File: config.mk
export PLATFORM = sky130hd
export DESIGN_NAME = lcd_pixel_word_unpacker
export DESIGN_NICKNAME = d
export VERILOG_FILES = /design/src/design/lpwu_pkg.sv /design/src/design/lpwu_decode.sv /design/src/design/lcd_pixel_word_unpacker.sv
export VERILOG_INCLUDE_DIRS = /design/src /design/src/design
export SDC_FILE = /design/constraint.sdc
export NUM_CORES = 2
export LEC_CHECK = 0
export BUFFER_PORTS_ARGS = -buffer_cell sky130_fd_sc_hd__clkbuf_2
export CELL_PAD_IN_SITES_DETAIL_PLACEMENT = 0
export CELL_PAD_IN_SITES_GLOBAL_PLACEMENT = 1
export CORE_ASPECT_RATIO = 0.6
export CORE_MARGIN = 5
export CORE_UTILIZATION = 35
export CTS_CLUSTER_DIAMETER = 150
export DETAILED_ROUTE_END_ITERATION = 10
export MAX_ROUTING_LAYER = met4
export PLACE_DENSITY = 0.65
export SLEW_MARGIN = 10
export SYNTH_ARGS = -nofsm -noshare
export SYNTH_HDL_FRONTEND = slang
export SYNTH_SLANG_ARGS = --single-unit
File: constraint.sdc
create_clock -name clk -period 9.5 [get_ports clk]
set_clock_uncertainty 0.1 [all_clocks]
set_input_delay 0.475 -clock clk [delete_from_list [all_inputs] [get_ports clk]]
set_output_delay 0.475 -clock clk [all_outputs]
set_load 0.05 [all_outputs]
File: src/design/assert_macros.svh
// Assertion helper macros shared by the RTL.
// No dependencies; compiled out when SYNTHESIS is defined.
`ifndef ASSERT_MACROS_SVH
`define ASSERT_MACROS_SVH
`ifndef SYNTHESIS
`define ASSERT_ALWAYS(lbl, clk_s, rst_s, cond, msg) \
    lbl: assert property (@(posedge clk_s) disable iff (!rst_s) (cond)) else $error(msg);
`define ASSERT_NEXT(lbl, clk_s, rst_s, ante, cons, msg) \
    lbl: assert property (@(posedge clk_s) disable iff (!rst_s) (ante) |=> (cons)) \
        else $error(msg);
`else
`define ASSERT_ALWAYS(lbl, clk_s, rst_s, cond, msg)
`define ASSERT_NEXT(lbl, clk_s, rst_s, ante, cons, msg)
`endif
`endif

File: src/design/lpwu_pkg.sv
// Shared types, codes, tables and helper functions of the pixel word unpacker.
// No dependencies.
`timescale 1ns / 1ps

package lpwu_pkg;

    localparam int PALETTE_DEPTH_DEF = 256;
    localparam int DATA_W = 40;

    // pixel format codes
    localparam logic [3:0] BPP_1       = 4'd0;
    localparam logic [3:0] BPP_1_ALT   = 4'd8;
    localparam logic [3:0] BPP_2       = 4'd1;
    localparam logic [3:0] BPP_2_ALT   = 4'd9;
    localparam logic [3:0] BPP_4       = 4'd2;
    localparam logic [3:0] BPP_4_ALT   = 4'd10;
    localparam logic [3:0] BPP_STN8    = 4'd3;
    localparam logic [3:0] BPP_STN12P  = 4'd4;
    localparam logic [3:0] BPP_STN12U  = 4'd5;
    localparam logic [3:0] BPP_STN16   = 4'd6;
    localparam logic [3:0] BPP_TFT8    = 4'd11;
    localparam logic [3:0] BPP_TFT16   = 4'd12;
    localparam logic [3:0] BPP_TFT24   = 4'd13;

    // swap codes
    localparam logic [1:0] SWAP_NONE       = 2'd0;
    localparam logic [1:0] SWAP_HALVES     = 2'd1;
    localparam logic [1:0] SWAP_BYTES      = 2'd2;
    localparam logic [1:0] SWAP_HALF_BYTES = 2'd3;

    // register indexes
    localparam logic [2:0] REG_BPP   = 3'd0;
    localparam logic [2:0] REG_SWAP  = 3'd1;
    localparam logic [2:0] REG_RED   = 3'd2;
    localparam logic [2:0] REG_GREEN = 3'd3;
    localparam logic [2:0] REG_BLUE  = 3'd4;

    localparam logic [1:0] PHASE_RED   = 2'd0;
    localparam logic [1:0] PHASE_GREEN = 2'd1;
    localparam logic [1:0] PHASE_BLUE  = 2'd2;

    typedef struct packed {
        logic [31:0] red;
        logic [31:0] green;
        logic [15:0] blue;
    } lut_t;

    localparam logic [4:0] GAM5 [16] = '{5'h00, 5'h02, 5'h04, 5'h06, 5'h08, 5'h0a, 5'h0c,
        5'h0e, 5'h11, 5'h13, 5'h15, 5'h17, 5'h19, 5'h1b, 5'h1d, 5'h1f};
    localparam logic [5:0] GAM6 [16] = '{6'h00, 6'h04, 6'h08, 6'h0d, 6'h11, 6'h15, 6'h19,
        6'h1d, 6'h22, 6'h26, 6'h2a, 6'h2e, 6'h32, 6'h37, 6'h3b, 6'h3f};
    localparam logic [15:0] GRAY2 [4] = '{16'hffff, 16'hA554, 16'h52AA, 16'h0000};
    localparam logic [15:0] GRAY4 [16] = '{16'hffff, 16'hef7d, 16'hdefb, 16'hce59,
        16'hbdd7, 16'had55, 16'h9cd3, 16'h8c51, 16'h73ae, 16'h632c, 16'h52aa, 16'h4228,
        16'h31a6, 16'h2104, 16'h1082, 16'h0000};

    function automatic logic [31:0] swap_word(input logic [31:0] v, input logic [1:0] sm);
        logic [31:0] r;
        case (sm)
            SWAP_HALVES:     r = {v[15:0], v[31:16]};
            SWAP_BYTES:      r = {v[7:0], v[15:8], v[23:16], v[31:24]};
            SWAP_HALF_BYTES: r = {v[23:16], v[31:24], v[7:0], v[15:8]};
            default:         r = v;
        endcase
        return r;
    endfunction

    function automatic logic [15:0] pack_gamma(input logic [3:0] r, input logic [3:0] g,
                                               input logic [3:0] b);
        return {GAM5[r], GAM6[g], GAM5[b]};
    endfunction

    // pixels produced by one word; packed 12bpp depends on the nibble phase
    function automatic logic [5:0] pixel_count(input logic [3:0] bpp, input logic [1:0] ph);
        logic [5:0] n;
        case (bpp)
            BPP_1, BPP_1_ALT:                   n = 6'd32;
            BPP_2, BPP_2_ALT:                   n = 6'd16;
            BPP_4, BPP_4_ALT:                   n = 6'd8;
            BPP_STN8, BPP_TFT8:                 n = 6'd4;
            BPP_STN12P:                         n = (ph == PHASE_RED) ? 6'd2 : 6'd3;
            BPP_STN12U, BPP_STN16, BPP_TFT16:   n = 6'd2;
            BPP_TFT24:                          n = 6'd1;
            default:                            n = 6'd0;
        endcase
        return n;
    endfunction

endpackage

File: src/design/lpwu_decode.sv
// Pixel decoder: turns the top bits of the working word into one RGB565 pixel.
// Depends on lpwu_pkg (codes, gamma and gray tables).
`timescale 1ns / 1ps

module lpwu_decode (
    input  logic [3:0]                  bpp,
    input  logic [lpwu_pkg::DATA_W-1:0] data,
    input  lpwu_pkg::lut_t              lut,
    output logic [15:0]                 pixel
);
    import lpwu_pkg::*;

    logic [7:0]  p8;
    logic [15:0] h16;
    logic [3:0]  r_lvl;
    logic [3:0]  g_lvl;
    logic [3:0]  b_lvl;

    assign p8    = data[39:32];
    assign h16   = data[39:24];
    assign r_lvl = lut.red[{p8[7:5], 2'b00} +: 4];
    assign g_lvl = lut.green[{p8[4:2], 2'b00} +: 4];
    assign b_lvl = lut.blue[{p8[1:0], 2'b00} +: 4];

    always_comb
    begin
        case (bpp)
            BPP_1, BPP_1_ALT: pixel = data[39] ? 16'h0000 : 16'hffff;
            BPP_2, BPP_2_ALT: pixel = GRAY2[data[39:38]];
            BPP_4, BPP_4_ALT: pixel = GRAY4[data[39:36]];
            BPP_STN8:         pixel = pack_gamma(r_lvl, g_lvl, b_lvl);
            BPP_STN12P:       pixel = pack_gamma(data[39:36], data[35:32], data[31:28]);
            BPP_STN12U:       pixel = pack_gamma(h16[11:8], h16[7:4], h16[3:0]);
            BPP_STN16:        pixel = pack_gamma(h16[15:12], h16[10:7], h16[4:1]);
            BPP_TFT16:        pixel = h16;
            // word sits at [39:8]: red 23..19, green 15..10, blue 7..3
            BPP_TFT24:        pixel = {data[31:27], data[23:18], data[15:11]};
            default:          pixel = 16'h0000;
        endcase
    end

endmodule

File: src/design/lcd_pixel_word_unpacker.sv
// LCD frame-buffer word unpacker, top level: APB registers, input stage,
// pixel serializer, palette memory and output register.
// Depends on lpwu_pkg, lpwu_decode and assert_macros.svh.
//
// Usage:
//  - Input channel (in_valid/in_ready): one beat is either a frame-buffer word
//    (mode 0) or a palette write (mode 1, pal_value into entry pal_index).
//  - Output channel (out_valid/out_ready): one RGB565 pixel per beat, most
//    significant pixel of the word first; last marks a word's final pixel.
//  - An input beat passes the input register and the serializer register;
//    pixels leave through the output register. Throughput: one pixel per
//    cycle while the receiver accepts. The serializer's pixel counter holds a
//    word until all its pixels are out: 32 (1bpp), 16, 8, 4, 2 or 3, 2, 1.
//    Palette writes and unsupported formats pass through and give no pixel.
//  - TFT 8bpp pixels read the 256-entry palette one entry per output beat;
//    the memory read register doubles as the output pixel register.
//  - Registers are to be written over APB only while idle; not enforced.
//  - Reset clears registers, pipeline valids and the 12bpp nibble phase; the
//    palette is not cleared and must be written before it is used.
//  - When the receiver stalls, the output holds; one more item waits in the
//    input register and then in_ready drops.
`timescale 1ns / 1ps
`include "assert_macros.svh"

module lcd_pixel_word_unpacker #(
    parameter int PALETTE_DEPTH = lpwu_pkg::PALETTE_DEPTH_DEF
) (
    input  logic        clk,
    input  logic        rst_n,
    // APB configuration port
    input  logic        psel,
    input  logic        penable,
    input  logic        pwrite,
    input  logic [4:0]  paddr,
    input  logic [31:0] pwdata,
    output logic [31:0] prdata,
    output logic        pready,
    // input channel
    input  logic        in_valid,
    output logic        in_ready,
    input  logic        mode,
    input  logic [31:0] fb_word,
    input  logic [7:0]  pal_index,
    input  logic [15:0] pal_value,
    // output channel
    output logic        out_valid,
    input  logic        out_ready,
    output logic [15:0] pixel,
    output logic        last
);
    import lpwu_pkg::*;

    localparam int PAL_AW = $clog2(PALETTE_DEPTH);

    // configuration
    logic [3:0]  bpp_mode_reg;
    logic [1:0]  swap_mode_reg;
    lut_t        lut_reg;
    logic        cfg_wr;
    logic [2:0]  cfg_idx;

    // input stage
    logic        a_valid_reg;
    logic        a_mode_reg;
    logic [31:0] a_word_reg;
    logic [7:0]  a_pal_index_reg;
    logic [15:0] a_pal_value_reg;
    logic        in_beat;
    logic        a_take;
    logic [5:0]  a_count;
    logic        load_b;
    logic        pal_we;

    // 12bpp packed carry state
    logic [1:0]  phase_reg;
    logic [3:0]  held_red_reg;
    logic [3:0]  held_green_reg;
    logic        packed_step;

    // serializer
    logic              b_valid_reg;
    logic [3:0]        b_bpp_reg;
    logic [5:0]        b_left_reg;
    logic [DATA_W-1:0] b_data_reg;
    logic [DATA_W-1:0] b_data_next;
    logic [DATA_W-1:0] b_shifted;
    logic              b_done;
    logic              b_free;
    logic [15:0]       dec_pixel;

    // output register
    logic        out_valid_reg;
    logic        out_last_reg;
    logic        out_pal_reg;
    logic [15:0] out_pix_reg;
    logic [15:0] pal_rd_reg;
    logic        out_load;

    logic [15:0] palette_mem [PALETTE_DEPTH];

    // ---------------- configuration port ----------------
    assign pready  = 1'b1;
    assign cfg_idx = paddr[4:2];
    assign cfg_wr  = psel && penable && pwrite && pready;

    always_ff @(posedge clk or negedge rst_n)
    begin
        if (!rst_n)
        begin
            bpp_mode_reg  <= 4'd0;
            swap_mode_reg <= 2'd0;
            lut_reg       <= '0;
        end
        else if (cfg_wr)
        begin
            case (cfg_idx)
                REG_BPP:   bpp_mode_reg  <= pwdata[3:0];
                REG_SWAP:  swap_mode_reg <= pwdata[1:0];
                REG_RED:   lut_reg.red   <= pwdata;
                REG_GREEN: lut_reg.green <= pwdata;
                REG_BLUE:  lut_reg.blue  <= pwdata[15:0];
                default:   ;
            endcase
        end
    end

    always_comb
    begin
        case (cfg_idx)
            REG_BPP:   prdata = {28'd0, bpp_mode_reg};
            REG_SWAP:  prdata = {30'd0, swap_mode_reg};
            REG_RED:   prdata = lut_reg.red;
            REG_GREEN: prdata = lut_reg.green;
            REG_BLUE:  prdata = {16'd0, lut_reg.blue};
            default:   prdata = 32'd0;
        endcase
    end

    // ---------------- handshake ----------------
    assign out_load = b_valid_reg && (!out_valid_reg || out_ready);
    assign b_done   = out_load && (b_left_reg == 6'd1);
    assign b_free   = !b_valid_reg || b_done;
    assign a_take   = a_valid_reg && b_free;
    assign in_ready = !a_valid_reg || a_take;
    assign in_beat  = in_valid && in_ready;

    assign a_count     = pixel_count(bpp_mode_reg, phase_reg);
    assign load_b      = a_take && !a_mode_reg && (a_count != 6'd0);
    assign pal_we      = a_take && a_mode_reg;
    assign packed_step = a_take && !a_mode_reg && (bpp_mode_reg == BPP_STN12P);

    // ---------------- input stage ----------------
    always_ff @(posedge clk or negedge rst_n)
    begin
        if (!rst_n)
            a_valid_reg <= 1'b0;
        else if (in_beat)
            a_valid_reg <= 1'b1;
        else if (a_take)
            a_valid_reg <= 1'b0;
    end

    always_ff @(posedge clk)
    begin
        if (in_beat)
        begin
            a_mode_reg      <= mode;
            a_word_reg      <= swap_word(fb_word, swap_mode_reg);
            a_pal_index_reg <= pal_index;
            a_pal_value_reg <= pal_value;
        end
    end

    // ---------------- 12bpp packed nibble carry ----------------
    always_ff @(posedge clk or negedge rst_n)
    begin
        if (!rst_n)
        begin
            phase_reg      <= PHASE_RED;
            held_red_reg   <= 4'd0;
            held_green_reg <= 4'd0;
        end
        else if (packed_step)
        begin
            // eight nibbles advance the red/green/blue cycle by two
            case (phase_reg)
                PHASE_RED:
                begin
                    phase_reg      <= PHASE_BLUE;
                    held_red_reg   <= a_word_reg[7:4];
                    held_green_reg <= a_word_reg[3:0];
                end
                PHASE_GREEN:
                begin
                    phase_reg      <= PHASE_RED;
                    held_red_reg   <= a_word_reg[11:8];
                    held_green_reg <= a_word_reg[7:4];
                end
                default:
                begin
                    phase_reg      <= PHASE_GREEN;
                    held_red_reg   <= a_word_reg[3:0];
                    held_green_reg <= a_word_reg[11:8];
                end
            endcase
        end
    end

    // ---------------- serializer ----------------
    // word is left-aligned; packed 12bpp prepends the held nibbles
    always_comb
    begin
        if (bpp_mode_reg == BPP_STN12P && phase_reg == PHASE_GREEN)
            b_data_next = {held_red_reg, a_word_reg, 4'h0};
        else if (bpp_mode_reg == BPP_STN12P && phase_reg == PHASE_BLUE)
            b_data_next = {held_red_reg, held_green_reg, a_word_reg};
        else
            b_data_next = {a_word_reg, 8'h00};
    end

    always_comb
    begin
        case (b_bpp_reg)
            BPP_1, BPP_1_ALT:                 b_shifted = b_data_reg << 1;
            BPP_2, BPP_2_ALT:                 b_shifted = b_data_reg << 2;
            BPP_4, BPP_4_ALT:                 b_shifted = b_data_reg << 4;
            BPP_STN8, BPP_TFT8:               b_shifted = b_data_reg << 8;
            BPP_STN12P:                       b_shifted = b_data_reg << 12;
            BPP_STN12U, BPP_STN16, BPP_TFT16: b_shifted = b_data_reg << 16;
            default:                          b_shifted = b_data_reg;
        endcase
    end

    always_ff @(posedge clk or negedge rst_n)
    begin
        if (!rst_n)
        begin
            b_valid_reg <= 1'b0;
            b_left_reg  <= 6'd0;
            b_bpp_reg   <= 4'd0;
        end
        else if (load_b)
        begin
            b_valid_reg <= 1'b1;
            b_left_reg  <= a_count;
            b_bpp_reg   <= bpp_mode_reg;
        end
        else if (out_load)
        begin
            b_valid_reg <= !b_done;
            b_left_reg  <= b_left_reg - 6'd1;
        end
    end

    always_ff @(posedge clk)
    begin
        if (load_b)
            b_data_reg <= b_data_next;
        else if (out_load)
            b_data_reg <= b_shifted;
    end

    lpwu_decode u_decode (
        .bpp   (b_bpp_reg),
        .data  (b_data_reg),
        .lut   (lut_reg),
        .pixel (dec_pixel)
    );

    // ---------------- palette memory ----------------
    always_ff @(posedge clk)
    begin
        if (pal_we)
            palette_mem[a_pal_index_reg[PAL_AW-1:0]] <= a_pal_value_reg;
    end

    always_ff @(posedge clk)
    begin
        if (out_load)
            pal_rd_reg <= palette_mem[b_data_reg[DATA_W-1 -: PAL_AW]];
    end

    // ---------------- output register ----------------
    always_ff @(posedge clk or negedge rst_n)
    begin
        if (!rst_n)
            out_valid_reg <= 1'b0;
        else if (out_load)
            out_valid_reg <= 1'b1;
        else if (out_ready)
            out_valid_reg <= 1'b0;
    end

    always_ff @(posedge clk)
    begin
        if (out_load)
        begin
            out_pix_reg  <= dec_pixel;
            out_last_reg <= (b_left_reg == 6'd1);
            out_pal_reg  <= (b_bpp_reg == BPP_TFT8);
        end
    end

    assign out_valid = out_valid_reg;
    assign pixel     = out_pal_reg ? pal_rd_reg : out_pix_reg;
    assign last      = out_last_reg;

    // ---------------- assertions ----------------
    `ASSERT_ALWAYS(a_left_nonzero, clk, rst_n, !b_valid_reg || (b_left_reg != 6'd0), "serializer busy with no pixels left")
    `ASSERT_ALWAYS(a_phase_legal, clk, rst_n, phase_reg != 2'd3, "nibble phase out of range")
    `ASSERT_NEXT(a_load_busy, clk, rst_n, load_b, b_valid_reg && (b_left_reg != 6'd0), "word loaded but serializer idle")
    `ASSERT_NEXT(a_pal_no_pixel, clk, rst_n, pal_we && !b_valid_reg, !b_valid_reg, "palette write started a pixel run")

endmodule

# == Word level (Yosys, flattened, before mapping) ==
# Memory sizes are Yosys's and may differ from the RTL's. A register that Yosys moved wholly into a read port is not among the register bits.
# Index checks and enable logic that the tools add are counted.
# totals
out_inout_bits,52
inputBits,101
romBits,1200
mem_bits_rw,4096
elab_cells,189
ff_bits,224
mem_count,13
# memory_table
name,words,word_bits,rd,rd_ports_with_merged_regs,write_ports,line,source
palette_mem,256,16,1,1,1,lcd_pixel_word_unpacker.sv:99,logic [15:0] palette_mem [PALETTE_DEPTH];
(name not given),16,16,1,0,0,lpwu_decode.sv:30,"BPP_4, BPP_4_ALT: pixel = GRAY4[data[39:36]];"
(name not given),16,6,1,0,0,lpwu_pkg.sv:70,"return {GAM5[r], GAM6[g], GAM5[b]};"
(name not given),16,6,1,0,0,lpwu_pkg.sv:70,
(name not given),16,6,1,0,0,lpwu_pkg.sv:70,
(name not given),16,6,1,0,0,lpwu_pkg.sv:70,
7 more memories,n/a,n/a,n/a,n/a,n/a,n/a,
# op_classes
n_eq_ne,34
mux,52
reduce_logical,45
bitwise,10
shift,3
n_lt_le_gt_ge,10
n_addsub,1
# op_table
cell,count
case mux 40 bit (6 select lines),1
2-to-1 mux 40 bit,4
case mux 32 bit (5 select lines),1
case mux 16 bit (9 select lines),1
2-to-1 mux 16 bit,6
case mux 32 bit (3 select lines),1
2-to-1 mux 5 bit,14
variable part select 32 x 6 -> 4 bit,2
2-to-1 mux 6 bit,10
== test 4 bit (second input constant),12
>= comparator 5 bit (second input constant),9
NOT 4 -> 5 bit,9
case mux 6 bit (7 select lines),1
binary-select mux 16 bit (select 2 bit),1
== test 4 x 3 -> 1 bit (second input constant),6
== test 4 x 2 -> 1 bit (second input constant),4
case mux 4 bit (2 select lines),2
OR reduction 2 bit,8
variable part select 16 x 5 -> 4 bit,1
logical AND 1 bit,12
AND reduction 2 bit,6
2-to-1 mux 1 bit,9
== test 4 x 1 -> 1 bit (second input constant),2
logical NOT 4 bit,2
other kinds (18),31

# == Depth between registers and ports, before layout ==
# depth
ltp_word,10
depth_mapped,13
depth_no_buf,9

# == By module ==
# From an unflattened synthesis, not the netlist that was laid out.
# hier_totals
cells_unflattened,8457
area_unflattened_um2,171824.8
# by_module_without_submodules
mod,cells_per_inst,n_inst,area_each_um2,seq_area_each_um2
lcd_pixel_word_unpacker,8300,1,170524.8,129659.4
lpwu_decode,157,1,1300.0,0.0

# == Worst setup path after synthesis ==
# OpenSTA, ideal clock, no wires.
# synth_timing
kind,register to register
from,reg a_pal_value_reg[0]
to,mem palette_mem[0][0] (data pin)
path_slack_ns,5.354
path_buffers,0
required_ns,8.583
path_stages_with_launch,1
setup_time_ns,0.817
arrival_ns,3.228
period_less_slack_ns,4.146
cell_sequence,edfxtp_1
# synth_lines
element,line,source
start: declaration,lcd_pixel_word_unpacker.sv:67,logic [15:0] a_pal_value_reg;
start signal: assignment,lcd_pixel_word_unpacker.sv:170,a_pal_value_reg <= pal_value;
end: declaration,lcd_pixel_word_unpacker.sv:99,
# Straight into the memory's write port.

==> reports/results.env <==
DRT-PASS1-ITER-COUNT=9
DIEAREA_UM2=503000
CRIT_PATH_CLASS='flop to flop'
CRITICAL_PATH.STARTPOINT='b_data_reg[32]'
NETLIST_TOP_CELLS_AREA='sky130_fd_sc_hd__edfxtp_1 74%, sky130_fd_sc_hd__mux4_2 12%, sky130_fd_sc_hd__mux2i_1 2.3%'
WORSTMARGINPINSLEW_NS=1.41
HOLD_PATH_STARTPOINT='penable'
CLK_LATENCY_NS=0.95
DR_TOTAL_VIAS=90154
GPL.FINAL_WEIGHTED_CONGESTION=0.864
DESIGN.PORTCOUNT=153
START_KIND='flop'
FINAL_WORST_PATH_CYCLE_SHARE_PCT=60.4
MAX_CAPACITANCE_VIOLATION_TOTAL=0
SLEW_VIOL_FINAL=0
PLACE.PORT_BUFFERS=149
WORST_R2R_ENDPOINT='pal_rd_reg[9]'
CLKSLEWWORSTSETUPHOLDPATHS_NS=0.08
PLACEMENT_ROWS=198
SYNTH_ASYNC_SR_FLOP_SHARE_PCT=2.51
VIA_PER_INST=5.73
FINAL.SETUP.TNS_NS=0
SYNTH_TOP_AREA_CELL='sky130_fd_sc_hd__edfxtp_1'
CRITICAL_R2R_LAUNCH='b_data_reg[32]'
CP.REQUIRED_NS=10.07
CTS-BUFFERS-INSERTED=378
DRT_DRC_VIOLATIONS_LEFT=0
NUMBER_OF_GLOBAL_ROUTE_VIAS_BEFORE_REPAIR=86742
DETAIL_ROUTE.WIRELENGTH_UM=493000
TIMING.CRITICAL_PATH.TO_TYPE='flop'
INITIAL_UTILIZATION_PCT=35.2
YS_SEQ_AREA_SHARE_PCT=75.8
POSTSYNTHREGISTERBITS=4336
R2R.WORST_PATH.CELLS=7
POST_CTS.RESIZED_INSTANCES=0
FINAL-HOLD-VIOLATION-COUNT=0
POST_SYNTH_INSTANCE_AREA_UM2=171000
CLOCK_SINK_COUNT=4336
PATH_MAX_FANOUT=68
LARGEST_REGISTER_FFS=4096
DRTANTENNAVIOLNETS=0
WORST_PATH_LARGEST_CELL_DELAY_NS=1.11
GRT_UTIL_ALL_LAYERS_PCT=19.6
AREA_INSIDE_THE_CORE_BOUNDARY_UM2=486000
CLOCK_TREE.ROOT_CELL='sky130_fd_sc_hd__clkbuf_16'
CRIT_PATH_CELL_TRACE='buf_4 > buf_12 > mux4_2 > a22oi_1 > o211ai_1 > nor4_1 > o32ai_1'
TIMING.FMAX_MHz=174
GRT_REMAINING_OVERFLOW=0
FINISH.UTILIZATION_PCT=40.0
PATH_CATEGORY_OF_THE_WORST_MIN_DELAY_CHECK='primary input to flop'
AREA_GROWTH_SYN_TO_LAYOUT_PCT=13.6
PERIOD_NEEDED_NS=5.73
DRT_FIRST_ITER_VIOLATIONS=13911
FINAL_NET_COUNT=9009
CTS_MAX_LEVEL=5
ANTENNA_FOUND_INITIAL=40
SYNTH.LIB_CELLS_USED.DISTINCT=84
POST_CTS_HOLD_BUFFER_COUNT=119
PWR_DENSITY_CELL_nW_PER_UM2=294
HOLDPATHSTAGES=4
GRT_START_MAX_NET_PINS=196
HOLD_SLACK_NS=0.0822
YS_DOMINANT_REG_CELL='sky130_fd_sc_hd__edfxtp_1'
CLOCK_TREE.BUFFER_DEPTH=4
WORST-R2R-SETUP-SLACK_NS=3.77
SYN_NETS=8411
FINAL.SETUP.WORST_SLACK_NS=3.77
HOLD_END='swap_mode_reg[0]'
NUMBER_OF_FLOPS_MAPPED_TO_ENABLE_CELLS_BY_YOSYS=4227
TRITONCTS_CLOCK_TREE='done'
SETUP_VIOL_COUNT_FINAL=0
SLOWEST_STAGE='sky130_fd_sc_hd__edfxtp_1'
CP.BUFFERS_INVERTERS=2
POSTCTSSETUPBUFFERS=0
CRITICAL_PATH.TOP_DELAY_FAMILY='compound AO/OA/AOI/OAI gates'
FINAL_ROUTED_WIRE_LENGTH_DIVIDED_BY_CELL_COUNT_UM=31.3
SYNTH_WARNINGS=0
TIGHTEST_SLEW_MARGIN_RELATIVE_TO_THE_LIMIT_PCT=4.77
SYNTH.AVG_CELL_AREA_UM2=20.6
AREA_OF_ALL_PLACED_CELLS_WITHOUT_FILLERS_UM2=194000
DIE_W_UM=913
PLACE_WORST_SETUP_SLACK_NS=3.91
HPWLAFTERDP_UM=305000
P_LEAK_nW=61.5
ARRIVAL_TIME_OF_DATA_AT_THE_CRITICAL_PATH_ENDPOINT_NS=6.30
DRIVE_GT1_SHARE_PCT=24.8
SYNTHESIZED_INSTANCE_COUNT=8308
POST_DP_CELL_AREA_UM2=181000
FIRST_PASS_GRT_WIRE_LENGTH_UM=686000
STATUS='finished, final reports clean'
RSZ0062_AT_GRT='false'
LARGEST_VDD_SUPPLY_DROP_mV=0.584
DIE_Y_UM=552
SYNTH.TOP_CELL.AREA_SHARE_PCT=74.2
## worst reg2reg max path, stage by stage (launching register included)
cell,delay [ns]
sky130_fd_sc_hd__edfxtp_1,1.11
sky130_fd_sc_hd__buf_4,0.55
sky130_fd_sc_hd__buf_12,0.44
sky130_fd_sc_hd__mux4_2,0.79
sky130_fd_sc_hd__a22oi_1,0.67
sky130_fd_sc_hd__o211ai_1,0.65
sky130_fd_sc_hd__nor4_1,0.99
sky130_fd_sc_hd__o32ai_1,0.16
## layout by cell type (no fill, tap or decap), drive strengths merged, types with 17 or more instances in the layout
| cell type | netlist | final |
|---|---|---|
| a211oi | 68 | 68 |
| buf | 271 | 475 |
| dfrtp | 109 | 109 |
| clkbuf | 240 | 606 |
| mux2i | 397 | 397 |
| nor4 | 17 | 17 |
| o22ai | 126 | 126 |
| nor2 | 398 | 398 |
| nor3 | 56 | 56 |
| bufinv | 0 | 31 |
| mux2 | 136 | 136 |
| a31oi | 26 | 26 |
| o31ai | 30 | 30 |
| nand3 | 31 | 31 |
| o21ai | 143 | 143 |
| nand2b | 24 | 24 |
| mux4 | 946 | 946 |
| a22oi | 163 | 163 |
| a221o | 48 | 48 |
| clkinv | 1 | 156 |
| diode | 0 | 19 |
| inv | 16 | 31 |
| a32oi | 19 | 19 |
| edfxtp | 4227 | 4227 |
| a21oi | 165 | 165 |
| nand2 | 307 | 307 |
| a221oi | 107 | 107 |
| a2111oi | 24 | 24 |
| a22o | 25 | 25 |
| dlygate4sd3 | 4 | 119 |
| nor2b | 22 | 22 |
| clkinvlp | 0 | 21 |
## worst max-delay path by stage
stage / end / cells after the start
after floorplan: palette_mem[0][0] / 0
after global placement: pal_rd_reg[7] / 10
after detailed placement: pal_rd_reg[12] / 9
after CTS: pal_rd_reg[12] / 9
after global routing: pal_rd_reg[1] / 9
final: pal_rd_reg[9] / 7
## cell type report
type,count,area (µm²)
multi-input combinational,3431,38500
antenna,19,47.5
sequential,4336,130000
fill,42533,292000
clock buffer,458,9890
tap,6500,8130
inverter,17,73.8
timing repair buffer,742,5900
clock inverter,222,2020
## metrics by stage
step / power (W) / std cells
final: 0.0572 / 15725
after global routing: 0.0591 / 15717
after CTS: 0.0572 / 15704
after detailed placement: 0.0419 / 14905
after global placement: 0.0417 / 14905
after floorplan: 0.0347 / 8308
## metal layers
layer	vias up	wire length [µm]	GRT usage (%)
li1	36044	-	-
met1	48338	215000	29.6
met2	5159	202000	25.7
met3	613	67100	6.55
met4	0	9190	3.61
met5	-	0	-
## cells by family (layout without fill, tap and decap cells)
kind of cell    count (synthesis)  after routing  share of synthesized area (%)
mux                          1479           1479                           15.8
fa+ha+maj                       3              3                         0.0205
flops                        4336           4336                           75.8
simple gates                  914            914                           2.27
buf+inv                       541           1439                           1.88
compound gates               1028           1028                           4.23
other cells                     1             20                        0.00219
xor+xnor                        6              6                         0.0307
## synthesized netlist by cell type, types with 8 or more instances
library cell                number
sky130_fd_sc_hd__a2111oi_0      20
sky130_fd_sc_hd__a211oi_1       68
sky130_fd_sc_hd__a21oi_1       165
sky130_fd_sc_hd__a221o_1        47
sky130_fd_sc_hd__a221oi_1      105
sky130_fd_sc_hd__a22o_1         25
sky130_fd_sc_hd__a22oi_1       163
sky130_fd_sc_hd__a31o_1          8
sky130_fd_sc_hd__a31oi_1        26
sky130_fd_sc_hd__a32oi_1        19
sky130_fd_sc_hd__and2_1          8
sky130_fd_sc_hd__and3_1          9
sky130_fd_sc_hd__buf_1          49
sky130_fd_sc_hd__buf_2          83
sky130_fd_sc_hd__buf_4          54
sky130_fd_sc_hd__buf_6          57
sky130_fd_sc_hd__buf_8          25
sky130_fd_sc_hd__clkbuf_1      231
sky130_fd_sc_hd__dfrtp_1       109
sky130_fd_sc_hd__edfxtp_1     4227
sky130_fd_sc_hd__inv_1          14
sky130_fd_sc_hd__mux2_2        136
sky130_fd_sc_hd__mux2i_1       397
sky130_fd_sc_hd__mux4_1         46
sky130_fd_sc_hd__mux4_2        900
sky130_fd_sc_hd__nand2_1       307
sky130_fd_sc_hd__nand2b_1       24
sky130_fd_sc_hd__nand3_1        31
sky130_fd_sc_hd__nor2_1        398
sky130_fd_sc_hd__nor2b_1        22
sky130_fd_sc_hd__nor3_1         56
sky130_fd_sc_hd__nor4_1         17
sky130_fd_sc_hd__o211ai_1        9
sky130_fd_sc_hd__o21ai_0       143
sky130_fd_sc_hd__o22ai_1       126
sky130_fd_sc_hd__o31ai_1        30
sky130_fd_sc_hd__o32ai_1         9
sky130_fd_sc_hd__or3_1          12
## power breakdown
group          leakage (nW)  switching (W)  internal [W]
Clock                  5.79        0.00703       0.00829
Combinational          16.2         0.0123       0.00645
Sequential             39.4       0.000635        0.0225
Total                  61.5         0.0199        0.0372
Power figures use the tool's default switching activity.
